<file path="src/hdl/gsl_pkg.sv">
`timescale 1ns / 1ps
// ----------------------------------------------------------------------------
// gsl_pkg
// shared types and codes of the grid spot legalizer
// ----------------------------------------------------------------------------
package gsl_pkg;

	localparam int ADDR_BITS = 5;
	localparam int DATA_BITS = 32;

	localparam logic [1:0] CMD_CLEAR = 2'd0;
	localparam logic [1:0] CMD_FIXED = 2'd1;
	localparam logic [1:0] CMD_PLACE = 2'd2;
	localparam logic [1:0] CMD_NONE  = 2'd3;

	localparam logic [1:0] STAT_OK     = 2'd0;
	localparam logic [1:0] STAT_DUP    = 2'd1;
	localparam logic [1:0] STAT_NOSPOT = 2'd2;
	localparam logic [1:0] STAT_FULL   = 2'd3;

	localparam logic [2:0] REG_IGNORE_CORE = 3'd0;
	localparam logic [2:0] REG_CORE_X_LOW  = 3'd1;
	localparam logic [2:0] REG_CORE_Y_LOW  = 3'd2;
	localparam logic [2:0] REG_CORE_X_HIGH = 3'd3;
	localparam logic [2:0] REG_CORE_Y_HIGH = 3'd4;
	localparam logic [2:0] REG_STEP_LIMIT  = 3'd5;

	typedef struct packed {
		logic              ignore_core;
		logic signed [31:0] core_x_low;
		logic signed [31:0] core_y_low;
		logic signed [31:0] core_x_high;
		logic signed [31:0] core_y_high;
		logic        [7:0]  step_limit;
	} cfg_t;

	typedef enum logic [2:0] {
		ST_IDLE,
		ST_SCAN,
		ST_CAND,
		ST_CORE,
		ST_DONE
	} state_t;

endpackage

</file>
<file path="src/hdl/gsl_if.sv">
`timescale 1ns / 1ps
// ----------------------------------------------------------------------------
// gsl_in_if / gsl_out_if
// request and result channels with valid/ready handshake
// ----------------------------------------------------------------------------
interface gsl_in_if;
	logic              valid;
	logic              ready;
	logic        [1:0]  cmd;
	logic signed [31:0] pos_x;
	logic signed [31:0] pos_y;

	modport source (output valid, output cmd, output pos_x, output pos_y, input ready);
	modport sink   (input valid, input cmd, input pos_x, input pos_y, output ready);
endinterface

interface gsl_out_if;
	logic              valid;
	logic              ready;
	logic signed [31:0] placed_x;
	logic signed [31:0] placed_y;
	logic        [1:0]  status;
	logic              moved;

	modport source (output valid, output placed_x, output placed_y, output status,
		output moved, input ready);
	modport sink   (input valid, input placed_x, input placed_y, input status,
		input moved, output ready);
endinterface

</file>
<file path="src/hdl/gsl_ram.sv">
`timescale 1ns / 1ps
// ----------------------------------------------------------------------------
// gsl_ram
// generic one-write one-read ram with registered read data
// ----------------------------------------------------------------------------
module gsl_ram #(
	parameter int WIDTH = 64,
	parameter int DEPTH = 64
) (
	input  logic                     clk,
	input  logic                     wr_en,
	input  logic [$clog2(DEPTH)-1:0] wr_addr,
	input  logic [WIDTH-1:0]         wr_data,
	input  logic                     rd_en,
	input  logic [$clog2(DEPTH)-1:0] rd_addr,
	output logic [WIDTH-1:0]         rd_data
);

	logic [WIDTH-1:0] mem [DEPTH];

	always_ff @(posedge clk) begin
		if (wr_en) begin
			mem[wr_addr] <= wr_data;
		end
		if (rd_en) begin
			rd_data <= mem[rd_addr];
		end
	end

endmodule

</file>
<file path="src/hdl/gsl_regs.sv">
`timescale 1ns / 1ps
// ----------------------------------------------------------------------------
// gsl_regs
// apb configuration registers: core rectangle, search bound, core bypass
// ----------------------------------------------------------------------------
module gsl_regs import gsl_pkg::*; (
	input  logic                 clk,
	input  logic                 arst_n,
	input  logic                 psel,
	input  logic                 penable,
	input  logic                 pwrite,
	input  logic [ADDR_BITS-1:0] paddr,
	input  logic [DATA_BITS-1:0] pwdata,
	output logic [DATA_BITS-1:0] prdata,
	output logic                 pready,
	output cfg_t                 cfg
);

	cfg_t       cfg_q;
	logic       wr_fire;
	logic [2:0] reg_idx;

	assign pready  = 1'b1;
	assign wr_fire = psel && penable && pwrite && pready;
	assign reg_idx = paddr[4:2];
	assign cfg     = cfg_q;

	always_ff @(posedge clk or negedge arst_n) begin
		if (!arst_n) begin
			cfg_q.ignore_core <= 1'b0;
			cfg_q.core_x_low  <= 32'sd0;
			cfg_q.core_y_low  <= 32'sd0;
			cfg_q.core_x_high <= 32'sh7fffffff;
			cfg_q.core_y_high <= 32'sh7fffffff;
			cfg_q.step_limit  <= 8'd65;
		end else if (wr_fire) begin
			unique case (reg_idx)
				REG_IGNORE_CORE: cfg_q.ignore_core <= pwdata[0];
				REG_CORE_X_LOW:  cfg_q.core_x_low  <= pwdata;
				REG_CORE_Y_LOW:  cfg_q.core_y_low  <= pwdata;
				REG_CORE_X_HIGH: cfg_q.core_x_high <= pwdata;
				REG_CORE_Y_HIGH: cfg_q.core_y_high <= pwdata;
				REG_STEP_LIMIT:  cfg_q.step_limit  <= pwdata[7:0];
				default: ;
			endcase
		end
	end

	always_comb begin
		unique case (reg_idx)
			REG_IGNORE_CORE: prdata = {31'd0, cfg_q.ignore_core};
			REG_CORE_X_LOW:  prdata = cfg_q.core_x_low;
			REG_CORE_Y_LOW:  prdata = cfg_q.core_y_low;
			REG_CORE_X_HIGH: prdata = cfg_q.core_x_high;
			REG_CORE_Y_HIGH: prdata = cfg_q.core_y_high;
			REG_STEP_LIMIT:  prdata = {24'd0, cfg_q.step_limit};
			default:         prdata = '0;
		endcase
	end

endmodule

</file>
<file path="src/hdl/gsl_seq.sv">
`timescale 1ns / 1ps
// ----------------------------------------------------------------------------
// gsl_seq
// command sequencer: table sweep, candidate generation and core check
// ----------------------------------------------------------------------------
module gsl_seq import gsl_pkg::*; #(
	parameter int MAX_POINTS = 64,
	parameter int COORD_BITS = 32
) (
	input  logic  clk,
	input  logic  arst_n,
	input  cfg_t  cfg,
	gsl_in_if.sink    in_ch,
	gsl_out_if.source out_ch
);

	localparam int AW = $clog2(MAX_POINTS);
	localparam int CW = $clog2(MAX_POINTS + 1);
	localparam int CB = COORD_BITS;
	localparam int PW = 2 * COORD_BITS;

	state_t state_q, state_next;

	logic        [CW-1:0] count_q;
	logic        [CW-1:0] idx_q;
	logic                 rd_pend_s1;
	logic        [1:0]    cmd_q;
	logic signed [CB-1:0] x_q, y_q;
	logic        [PW-1:0] target_q;
	logic                 search_q;
	logic        [7:0]    d_q;
	logic        [1:0]    k_q;
	logic signed [CB:0]   cand_q;
	logic signed [CB-1:0] res_x_q, res_y_q;
	logic        [1:0]    res_stat_q;
	logic                 res_moved_q;

	logic                 out_valid_q;
	logic signed [31:0]   out_x_q, out_y_q;
	logic        [1:0]    out_stat_q;
	logic                 out_moved_q;

	logic                 in_fire, out_fire, out_load;
	logic signed [CB-1:0] in_x, in_y;
	logic                 full;
	logic                 rd_en, wr_en;
	logic        [PW-1:0] rd_data;
	logic                 scan_hit, scan_end, scan_miss;
	logic signed [CB:0]   cand_base, cand_sum, cand_delta;
	logic signed [CB-1:0] cx, cy;
	logic signed [31:0]   cx32, cy32;
	logic                 range_ok, core_ok, cand_ok;
	logic                 step_over;

	assign in_x     = in_ch.pos_x[CB-1:0];
	assign in_y     = in_ch.pos_y[CB-1:0];
	assign in_fire  = in_ch.valid && in_ch.ready;
	assign out_fire = out_valid_q && out_ch.ready;
	assign out_load = (state_q == ST_DONE) && (!out_valid_q || out_ch.ready);
	assign full     = (count_q == CW'(MAX_POINTS));

	// table sweep compare
	assign scan_hit  = rd_pend_s1 && (rd_data == target_q);
	assign scan_end  = scan_hit || (!rd_pend_s1 && (idx_q == count_q));
	assign scan_miss = scan_end && !scan_hit;

	// candidate adder
	assign cand_base  = k_q[1] ? (CB+1)'(y_q) : (CB+1)'(x_q);
	assign cand_delta = (CB+1)'(d_q);
	assign cand_sum   = k_q[0] ? (cand_base - cand_delta) : (cand_base + cand_delta);
	assign step_over  = (d_q >= cfg.step_limit);

	// range and core compare
	assign range_ok = (cand_q[CB] == cand_q[CB-1]);
	assign cx       = k_q[1] ? x_q : cand_q[CB-1:0];
	assign cy       = k_q[1] ? cand_q[CB-1:0] : y_q;
	assign cx32     = 32'(cx);
	assign cy32     = 32'(cy);
	assign core_ok  = (cx32 >= cfg.core_x_low) && (cx32 <= cfg.core_x_high) &&
		(cy32 >= cfg.core_y_low) && (cy32 <= cfg.core_y_high);
	assign cand_ok  = range_ok && (cfg.ignore_core || core_ok);

	gsl_ram #(
		.WIDTH (PW),
		.DEPTH (MAX_POINTS)
	) u_table (
		.clk     (clk),
		.wr_en   (wr_en),
		.wr_addr (count_q[AW-1:0]),
		.wr_data (target_q),
		.rd_en   (rd_en),
		.rd_addr (idx_q[AW-1:0]),
		.rd_data (rd_data)
	);

	always_comb begin
		state_next = state_q;
		unique case (state_q)
			ST_IDLE: begin
				if (in_ch.valid) begin
					unique case (in_ch.cmd)
						CMD_FIXED: state_next = ST_SCAN;
						CMD_PLACE: state_next = full ? ST_DONE : ST_SCAN;
						default:   state_next = ST_DONE;
					endcase
				end
			end
			ST_SCAN: begin
				if (scan_end) begin
					if (cmd_q == CMD_PLACE && scan_hit) begin
						state_next = ST_CAND;
					end else begin
						state_next = ST_DONE;
					end
				end
			end
			ST_CAND: state_next = step_over ? ST_DONE : ST_CORE;
			ST_CORE: state_next = cand_ok ? ST_SCAN : ST_CAND;
			ST_DONE: begin
				if (out_load) begin
					state_next = ST_IDLE;
				end
			end
			default: state_next = ST_IDLE;
		endcase
	end

	always_comb begin
		in_ch.ready = (state_q == ST_IDLE);
		rd_en       = (state_q == ST_SCAN) && !scan_end && (idx_q < count_q);
		wr_en       = (state_q == ST_SCAN) && scan_miss && !(cmd_q == CMD_FIXED && full);
	end

	always_ff @(posedge clk or negedge arst_n) begin
		if (!arst_n) begin
			state_q     <= ST_IDLE;
			count_q     <= '0;
			idx_q       <= '0;
			rd_pend_s1  <= 1'b0;
			out_valid_q <= 1'b0;
		end else begin
			state_q    <= state_next;
			rd_pend_s1 <= rd_en;
			if (state_q != ST_SCAN) begin
				idx_q <= '0;
			end else if (rd_en) begin
				idx_q <= idx_q + CW'(1);
			end
			if (in_fire && in_ch.cmd == CMD_CLEAR) begin
				count_q <= '0;
			end else if (wr_en) begin
				count_q <= count_q + CW'(1);
			end
			if (out_load) begin
				out_valid_q <= 1'b1;
			end else if (out_fire) begin
				out_valid_q <= 1'b0;
			end
		end
	end

	always_ff @(posedge clk) begin
		unique case (state_q)
			ST_IDLE: begin
				if (in_fire) begin
					cmd_q       <= in_ch.cmd;
					x_q         <= in_x;
					y_q         <= in_y;
					target_q    <= {in_x, in_y};
					res_x_q     <= in_x;
					res_y_q     <= in_y;
					res_moved_q <= 1'b0;
					search_q    <= 1'b0;
					res_stat_q  <= (in_ch.cmd == CMD_PLACE && full) ? STAT_FULL : STAT_OK;
				end
			end
			ST_SCAN: begin
				if (scan_hit) begin
					if (cmd_q == CMD_FIXED) begin
						res_stat_q <= STAT_DUP;
					end else if (!search_q) begin
						search_q <= 1'b1;
						d_q      <= 8'd1;
						k_q      <= 2'd0;
					end else begin
						k_q <= k_q + 2'd1;
						if (k_q == 2'd3) begin
							d_q <= d_q + 8'd1;
						end
					end
				end else if (scan_miss) begin
					if (cmd_q == CMD_FIXED && full) begin
						res_stat_q <= STAT_FULL;
					end else if (search_q) begin
						res_x_q     <= target_q[PW-1:CB];
						res_y_q     <= target_q[CB-1:0];
						res_moved_q <= 1'b1;
					end
				end
			end
			ST_CAND: begin
				if (step_over) begin
					res_stat_q <= STAT_NOSPOT;
				end else begin
					cand_q <= cand_sum;
				end
			end
			ST_CORE: begin
				if (cand_ok) begin
					target_q <= {cx, cy};
				end else begin
					k_q <= k_q + 2'd1;
					if (k_q == 2'd3) begin
						d_q <= d_q + 8'd1;
					end
				end
			end
			default: ;
		endcase
		if (out_load) begin
			out_x_q     <= 32'(res_x_q);
			out_y_q     <= 32'(res_y_q);
			out_stat_q  <= res_stat_q;
			out_moved_q <= res_moved_q;
		end
	end

	assign out_ch.valid    = out_valid_q;
	assign out_ch.placed_x = out_x_q;
	assign out_ch.placed_y = out_y_q;
	assign out_ch.status   = out_stat_q;
	assign out_ch.moved    = out_moved_q;

	a_count_bound: assert property (@(posedge clk) disable iff (!arst_n)
		count_q <= CW'(MAX_POINTS))
		else $error("fill count beyond table depth");

	a_write_room: assert property (@(posedge clk) disable iff (!arst_n)
		wr_en |-> !full)
		else $error("table write while full");

	a_clear_empties: assert property (@(posedge clk) disable iff (!arst_n)
		(in_fire && in_ch.cmd == CMD_CLEAR) |=> (count_q == '0))
		else $error("clear request left entries");

	a_moved_ok: assert property (@(posedge clk) disable iff (!arst_n)
		(out_valid_q && out_moved_q) |-> (out_stat_q == STAT_OK))
		else $error("moved result without ok status");

	a_read_in_scan: assert property (@(posedge clk) disable iff (!arst_n)
		rd_pend_s1 |-> (state_q == ST_SCAN))
		else $error("table read outside sweep");

endmodule

</file>
<file path="src/hdl/grid_spot_legalizer.sv">
`timescale 1ns / 1ps
// ----------------------------------------------------------------------------
// grid_spot_legalizer
// occupied grid point table with collision-free placement search
// ----------------------------------------------------------------------------
// Each request is handled alone; the block takes no new request until the
// current one has its result in the output register. Clear and unused
// commands, and a place on a full table, go straight to the done state with
// no table sweep. A lookup sweeps the occupied table through the single
// read port of the table ram, one entry per cycle, then makes the last
// compare on the registered read data and closes the sweep. When the
// requested point is taken, every search candidate passes the adder state
// and the core compare state, and goes through a table sweep if it passes
// the range and core checks. A result held by a stalled output channel
// keeps the block in its done state. The table is emptied through its fill
// count, so no clearing pass runs after reset.
// ----------------------------------------------------------------------------
module grid_spot_legalizer import gsl_pkg::*; #(
	parameter int MAX_POINTS = 64,
	parameter int COORD_BITS = 32
) (
	input  logic                 clk,
	input  logic                 arst_n,
	input  logic                 psel,
	input  logic                 penable,
	input  logic                 pwrite,
	input  logic [ADDR_BITS-1:0] paddr,
	input  logic [DATA_BITS-1:0] pwdata,
	output logic [DATA_BITS-1:0] prdata,
	output logic                 pready,
	gsl_in_if.sink               in_ch,
	gsl_out_if.source            out_ch
);

	cfg_t cfg;

	gsl_regs u_regs (
		.clk     (clk),
		.arst_n  (arst_n),
		.psel    (psel),
		.penable (penable),
		.pwrite  (pwrite),
		.paddr   (paddr),
		.pwdata  (pwdata),
		.prdata  (prdata),
		.pready  (pready),
		.cfg     (cfg)
	);

	gsl_seq #(
		.MAX_POINTS (MAX_POINTS),
		.COORD_BITS (COORD_BITS)
	) u_seq (
		.clk    (clk),
		.arst_n (arst_n),
		.cfg    (cfg),
		.in_ch  (in_ch),
		.out_ch (out_ch)
	);

endmodule

</file>
<file path="src/flat_wrapper.sv">
// flat-port wrapper written by rule: the top's interface ports become plain ports
module grid_spot_legalizer_flat import gsl_pkg::*;
#(
	parameter int MAX_POINTS = 64,
	parameter int COORD_BITS = 32
)
  (clk, arst_n, psel, penable, pwrite, paddr, pwdata, prdata, pready, in_ch_valid, in_ch_cmd, in_ch_pos_x, in_ch_pos_y, in_ch_ready, out_ch_valid, out_ch_placed_x, out_ch_placed_y, out_ch_status, out_ch_moved, out_ch_ready);
  gsl_in_if in_ch_i ();
  gsl_out_if out_ch_i ();
  input  logic clk;
  input  logic arst_n;
  input  logic psel;
  input  logic penable;
  input  logic pwrite;
  input  logic [ADDR_BITS-1:0] paddr;
  input  logic [DATA_BITS-1:0] pwdata;
  output logic [DATA_BITS-1:0] prdata;
  output logic pready;
  input wire logic [$bits(in_ch_i.valid)-1:0] in_ch_valid;
  input wire logic [$bits(in_ch_i.cmd)-1:0] in_ch_cmd;
  input wire logic [$bits(in_ch_i.pos_x)-1:0] in_ch_pos_x;
  input wire logic [$bits(in_ch_i.pos_y)-1:0] in_ch_pos_y;
  output wire logic [$bits(in_ch_i.ready)-1:0] in_ch_ready;
  output wire logic [$bits(out_ch_i.valid)-1:0] out_ch_valid;
  output wire logic [$bits(out_ch_i.placed_x)-1:0] out_ch_placed_x;
  output wire logic [$bits(out_ch_i.placed_y)-1:0] out_ch_placed_y;
  output wire logic [$bits(out_ch_i.status)-1:0] out_ch_status;
  output wire logic [$bits(out_ch_i.moved)-1:0] out_ch_moved;
  input wire logic [$bits(out_ch_i.ready)-1:0] out_ch_ready;
  assign in_ch_i.valid = in_ch_valid;
  assign in_ch_i.cmd = in_ch_cmd;
  assign in_ch_i.pos_x = in_ch_pos_x;
  assign in_ch_i.pos_y = in_ch_pos_y;
  assign in_ch_ready = in_ch_i.ready;
  assign out_ch_valid = out_ch_i.valid;
  assign out_ch_placed_x = out_ch_i.placed_x;
  assign out_ch_placed_y = out_ch_i.placed_y;
  assign out_ch_status = out_ch_i.status;
  assign out_ch_moved = out_ch_i.moved;
  assign out_ch_i.ready = out_ch_ready;
  grid_spot_legalizer #(.MAX_POINTS(MAX_POINTS), .COORD_BITS(COORD_BITS)) u_core (.clk(clk), .arst_n(arst_n), .psel(psel), .penable(penable), .pwrite(pwrite), .paddr(paddr), .pwdata(pwdata), .prdata(prdata), .pready(pready), .in_ch(in_ch_i), .out_ch(out_ch_i));
endmodule
</file>
<file path="config.mk">
export PLATFORM = sky130hd
export DESIGN_NAME = grid_spot_legalizer_flat
export DESIGN_NICKNAME = d
export VERILOG_FILES = /design/src/hdl/gsl_pkg.sv /design/src/hdl/gsl_if.sv /design/src/hdl/gsl_ram.sv /design/src/hdl/gsl_regs.sv /design/src/hdl/gsl_seq.sv /design/src/hdl/grid_spot_legalizer.sv /design/src/flat_wrapper.sv
export SDC_FILE = /design/constraint.sdc
export NUM_CORES = 2
export LEC_CHECK = 0
export BUFFER_PORTS_ARGS = -buffer_cell sky130_fd_sc_hd__buf_2
export CAP_MARGIN = 20
export CELL_PAD_IN_SITES_DETAIL_PLACEMENT = 0
export CELL_PAD_IN_SITES_GLOBAL_PLACEMENT = 1
export CORE_ASPECT_RATIO = 1.5
export CORE_MARGIN = 5
export CORE_UTILIZATION = 29
export CTS_CLUSTER_DIAMETER = 200
export DETAILED_ROUTE_END_ITERATION = 10
export PLACE_DENSITY = 0.5
export SLEW_MARGIN = 20
export SYNTH_ARGS = -nofsm -noshare
export SYNTH_HDL_FRONTEND = slang
export SYNTH_SLANG_ARGS = --single-unit
</file>
<file path="constraint.sdc">
create_clock -name clk -period 7.6 [get_ports clk]
set_clock_uncertainty 0.1 [all_clocks]
set_input_delay 0.76 -clock clk [delete_from_list [all_inputs] [get_ports clk]]
set_output_delay 0.76 -clock clk [all_outputs]
set_load 0.005 [all_outputs]
</file>
# Word level (Yosys, flattened, before mapping)
# Memories as Yosys holds them, arrays and structs flattened. A register that Yosys moved wholly into a read port is not among the register bits.
# Cells that the tools add are included.
[classes]
add_sub_neg = 6
eq_ne = 35
n_reduce_logical = 52
order_cmp = 6
n_mux = 65
bitwise = 1
[ops]
columns = ["cell", "n"]
rows = [
  ["$mux 32", 12],
  ["$pmux 32 s6", 1],
  ["$mux 64", 2],
  ["$pmux 32 s2", 2],
  ["$pmux 64 s2", 1],
  ["$mux 33", 2],
  ["$eq 64x64->1", 1],
  ["$ge 32x32->1", 2],
  ["$le 32x32->1", 2],
  ["$mux 8", 5],
  ["$add 33x9->33", 1],
  ["$sub 33x9->33", 1],
  ["$mux 7", 4],
  ["$mux 2", 12],
  ["$ne 2x2->1 const B", 12],
  ["$logic_and 1x1->1", 20],
  ["$mux 3", 6],
  ["$pmux 8 s2", 1],
  ["$reduce_and 2->1", 8],
  ["$pmux 3 s5", 1],
  ["$add 7x1->7 const B", 2],
  ["$eq 3x2->1 const B", 4],
  ["$reduce_and 6->1", 2],
  ["$reduce_bool 2->1", 6],
  ["other kinds (28)", 55],
]
[totals]
ram_bits = 4096
register_bits = 464
output_inout_bits = 102
mem_count = 1
input_bits = 110
[mem_list]
columns = ["name", "words", "word_bits", "rd", "rd_clocked_by_memory_dff", "write_ports", "line_no", "text"]
rows = [
  ["u_core.u_seq.u_table.mem", 64, 64, 1, 1, 1, "gsl_ram.sv:19", "logic [WIDTH-1:0] mem [DEPTH];"],
]

# Longest topological paths before layout
[depth]
ltp_word = 9
ltp_mapped = 17
ltp_nobuf = 15

# Cells and area by module
# A second synthesis with hierarchy kept.
[unflattened]
hier_cells = 8772
area_unflattened_um2 = 182810.3
[modules_own_cells]
columns = ["mod", "cells_each", "instances", "area_per_inst_um2"]
rows = [
  ["gsl_ram", 6598, 1, 157001.8],
  ["gsl_seq", 1715, 1, 19469.9],
  ["gsl_regs", 459, 1, 6338.6],
]

# Worst setup path before layout
# Ideal clock, no wire load.
[synth_path]
path_type = "register -> register"
from = "register u_core.u_seq.idx_q[0]"
to = "memory u_core.u_seq.u_table.mem[7][0], enable pin"
stages_incl_launch_ff = 14
synth_period_minus_slack_ns = 7.600
t_arrival_ns = 6.935
required_time_ns = 6.936
slack_ns = 0.000
cell_sequence = "dfrtp_1 buf_2 buf_2 buf_6 buf_2 inv_1 ha_1 nand4b_1 nor2_1 nand2_1 a21oi_1 and2_1 nand4_1 nor3_1"
[synth_between]
elab_chain_cells = 8
[synth_lines]
columns = ["element", "line_no", "text"]
rows = [
  ["start, declared", "gsl_seq.sv:25", "logic [CW-1:0] idx_q;"],
  ["start signal, assigned", "gsl_seq.sv:147", "idx_q <= idx_q + CW'(1);"],
  ["$eq 7x7->1", "gsl_seq.sv:64", "assign scan_end = scan_hit || (!rd_pend_s1 && (idx_q == count_q));"],
  ["$logic_and 1x1->1", "gsl_seq.sv:64", ""],
  ["$logic_or 1x1->1", "gsl_seq.sv:64", ""],
  ["$logic_and 1x1->1", "gsl_seq.sv:65", "assign scan_miss = scan_end && !scan_hit;"],
  ["$logic_and 1x1->1 (2 in series)", "gsl_seq.sv:131", "wr_en = (state_q == ST_SCAN) && scan_miss && !(cmd_q == CMD_FIXED && full);"],
  ["$mux 1", "gsl_ram.sv:22", "if (wr_en) begin"],
  ["$mux 1 (implied by the code)", "gsl_ram.sv:23", "mem[wr_addr] <= wr_data;"],
  ["end, declared", "gsl_ram.sv:19", ""],
]
# No other way between the ends.

# Worst setup path in the final report
[layout_path]
from = "register u_core.u_seq.idx_q[2]"
to = "memory u_core.u_seq.u_table.mem[48][3], enable pin"
# The elaborated chain is that of the path after synthesis.

==> flow_summary.ini <==
[place]
dpl-instance-area_um2 = 195500
place.gp.congestion = 0.8571
port_buffers = 208
hpwl_um = 342900
dp.cells = 16524

[route]
drc = 0
wirelength_um = 597000
drt_pass1_iterations = 5
drtIter0Drc = 9119
vias_per_cell = 5.075
wire_per_inst_um = 34.23
final_antenna_net_count = 0
vias = 88516

[critical_path]
r2r-start = u_core.u_seq.idx_q[2]
crit_cells = 9
startpoint_type = register
worstPathCellList = ha_1 -> nand4_1 -> nor2_1 -> nand2_1 -> a21oi_1 -> and2_1 -> nand3_1 -> nor2_4 -> buf_12
reg2reg_to = u_core.u_seq.u_table.mem[48][3]
required_ns = 8.11
path_buf_inv = 1
end_kind = register
path_max_fanout = 29
critPathMaxStageDelay_ns = 0.99
critPathSlowestCell = nor2_4
worstPathArrival_ns = 6.32
criticalPathCategory = register to register
cp-endpoint = u_core.u_seq.u_table.mem[48][3]
worst-r2r-cell-count = 9
path_delay_family = simple AND/OR/NAND/NOR gates
crit_path_start = u_core.u_seq.idx_q[2]
rrSetupSlack_ns = 1.79

[synthesis]
synth-edff-count = 4468
synth_top_family_by_area = multiplexers
synthXorXnorAreaFrac = 0.004963
ys_ff_latch = 4624
synth_cells = 8164
yosysTopAreaCellShare = 0.7382
synthesis.area_um2 = 181800
synth_compound_area_frac = 0.01528
yosysUniqueCellTypes = 66
ys_seq_area_frac = 0.7601
yosysWarnings = 0
synthTopCellsByArea = edfxtp_1 (74%), mux4_2 (17%), ha_1 (1.3%)
synth-simple-area-share = 0.01707
synth_nets = 8460
synthArstFlopShare = 0.03374
synth_top_flop_cell = edfxtp_1
yosys.area.top_type = edfxtp_1
synthAdderAreaFrac = 0.01285
muxShareOfSynthArea = 0.1774
syn_area_per_cell_um2 = 22.26

[final_layout]
layoutNonFillerInstCount = 17440
final_nets = 9099
syn2layout_area_growth_pct = 15.94
mostFrequentLayoutCell = edfxtp_1
fill_cells = 58460
drive_gt1_frac = 0.3074
final_cell_mix = edfxtp_1 (4468), mux4_2 (1344), clkbuf_16 (431)
final_cell_area_um2 = 210700
utilization = 0.3367

[floorplanning]
start_util = 0.2904
ioPinCount = 212
die-area_um2 = 643000
fp-row-count = 356
die-width_um = 656.4
die_y_um = 979.6
core_area_um2 = 625800

[sta]
period_needed_ns = 5.811
grt_setup_unrepaired = false
setup_violations = 0
final.period_utilization = 0.7645
finalSetupTns_ns = 0
relSlewSlack = 0.2248
slew_violations = 0
hold_violations = 0
fmax_mhz = 172.1
worstMarginPinSlew_ns = 1.160

[worst_hold_path]
min_path_type = primary input to register
min-delay-start = in_ch_pos_x[12]

[global_routing]
gr-total-overflow = 0
grt_pass1_vias = 92699
track_usage = 0.1809
antenna_found_initial = 30
grt_max_degree = 134
grt_pass1_wl_um = 808700

[run_status]
status = completed

[clock_network]
cts_tree = done
cts-resized-gates = 0
clk_latency_ns = 0.96
clockRootBuffer = clkbuf_16
holdBufCountCts = 86
clkTransAtPathRegs_ns = 0.07
cts_setup_buffers = 0
cts.path.max_buffers = 4
clock_sinks = 4624
cts_made_buffers = 425
htreeDepth = 5

[power_and_ir_drop]
vdd_drop_max_mv = 0.2171
p_per_area_nw_per_um2 = 268.3
leakagePower_nw = 64.07

[flow_run]
max_cap_violations = 0
[synth_stat cells (40+ instances only)]
master and count:
buf_1 40, dfstp_2 64, buf_2 71, nor2_1 140
inv_1 173, clkbuf_1 267, nand2_1 392, xor2_1 40
edfxtp_1 4468, o21ai_0 180, xnor2_1 63, ha_1 185
a21oi_1 82, dfrtp_1 92, mux2_2 162, mux4_2 1344
[layout make-up]
class | instances | area (um2) | area share
sequential | 4624 | 138200 | 0.6557
inverter | 175 | 664.4 | 0.003153
antenna | 41 | 102.6 | 0.0004868
clock inverter | 286 | 3120 | 0.01481
timing repair buffer | 600 | 5346 | 0.02537
multi-input combinational | 2977 | 41930 | 0.1989
clock buffer | 503 | 11110 | 0.05270
tap | 8234 | 10300 | 0.04889
[worst min path at each step]
stage / endpoint / slack [ns] / cells after the start
detailed placement: u_core.u_seq.out_ch.placed_x[2] / 0.30 / 0
CTS: u_core.u_seq.x_q[12] / 0.02 / 1
finish: u_core.u_seq.x_q[12] / 0.1 / 1
global placement: u_core.u_seq.out_ch.placed_x[3] / 0.31 / 0
floorplan: u_core.u_seq.out_ch.moved / 0.30 / 0
global route: u_core.u_seq.x_q[12] / 0.05 / 1
[flip-flops by register name (all words and copies together) (netlist names)]
name / cells
u_core.u_seq.search_q: 1
u_core.u_seq.u_table.rd_data: 64
u_core.u_seq.cmd_q: 2
u_core.u_seq.idx_q: 7
u_core.u_seq.k_q: 2
u_core.u_seq.out_ch.status: 2
u_core.u_seq.out_ch.placed_x: 32
u_core.u_seq.res_y_q: 32
u_core.u_seq.d_q: 8
u_core.u_seq.count_q: 7
u_core.u_seq.res_stat_q: 2
u_core.u_seq.cand_q: 33
u_core.u_seq.u_table.mem: 4096
u_core.u_regs.cfg: 137
u_core.u_seq.out_ch.placed_y: 32
u_core.u_seq.x_q: 32
u_core.u_seq.out_ch.valid: 1
u_core.u_seq.rd_pend_s1: 1
u_core.u_seq.res_x_q: 32
u_core.u_seq.target_q: 64
u_core.u_seq.y_q: 32
u_core.u_seq.res_moved_q: 1
u_core.u_seq.state_q: 3
u_core.u_seq.out_ch.moved: 1
[cells by family after synthesis]
group,count (synthesis)
adders and majority gates,186
DFF,4624
other,1
and+or+nand+nor,715
buffers and inverters,563
AOI/OAI and AO/OA,451
xor gates and xnor gates,103
muxes,1521
[metrics by stage]
step	total power [mW]	setup WS [ns]	hold WS, ns
2_1_floorplan	32.64	0.0002740	0.3003
3_3_place_gp	34.77	1.882	0.3148
4_1_cts	57.16	1.869	0.01618
3_5_place_dp	34.91	1.913	0.3045
6_report	56.55	1.789	0.09961
5_1_grt	58.39	1.781	0.05271
[per-layer routing]
metal | global-route usage | up-vias | routed length [um]
li1 | - | 35556 | -
met1 | 0.2151 | 49438 | 224800
met2 | 0.3387 | 2773 | 323200
met3 | 0.01872 | 747 | 26120
met4 | 0.06249 | 2 | 22830
met5 | 0 | - | 11
[where the power goes]
part           total [mW]  switching [mW]  internal (mW)  leakage, nW
logic                4.29            3.20           1.09         15.1
registers            30.1           0.356           29.7         42.0
clock network        22.2            9.79           12.4         6.91
total                56.5            13.3           43.2         64.1
Power figures use the tool's default switching activity.
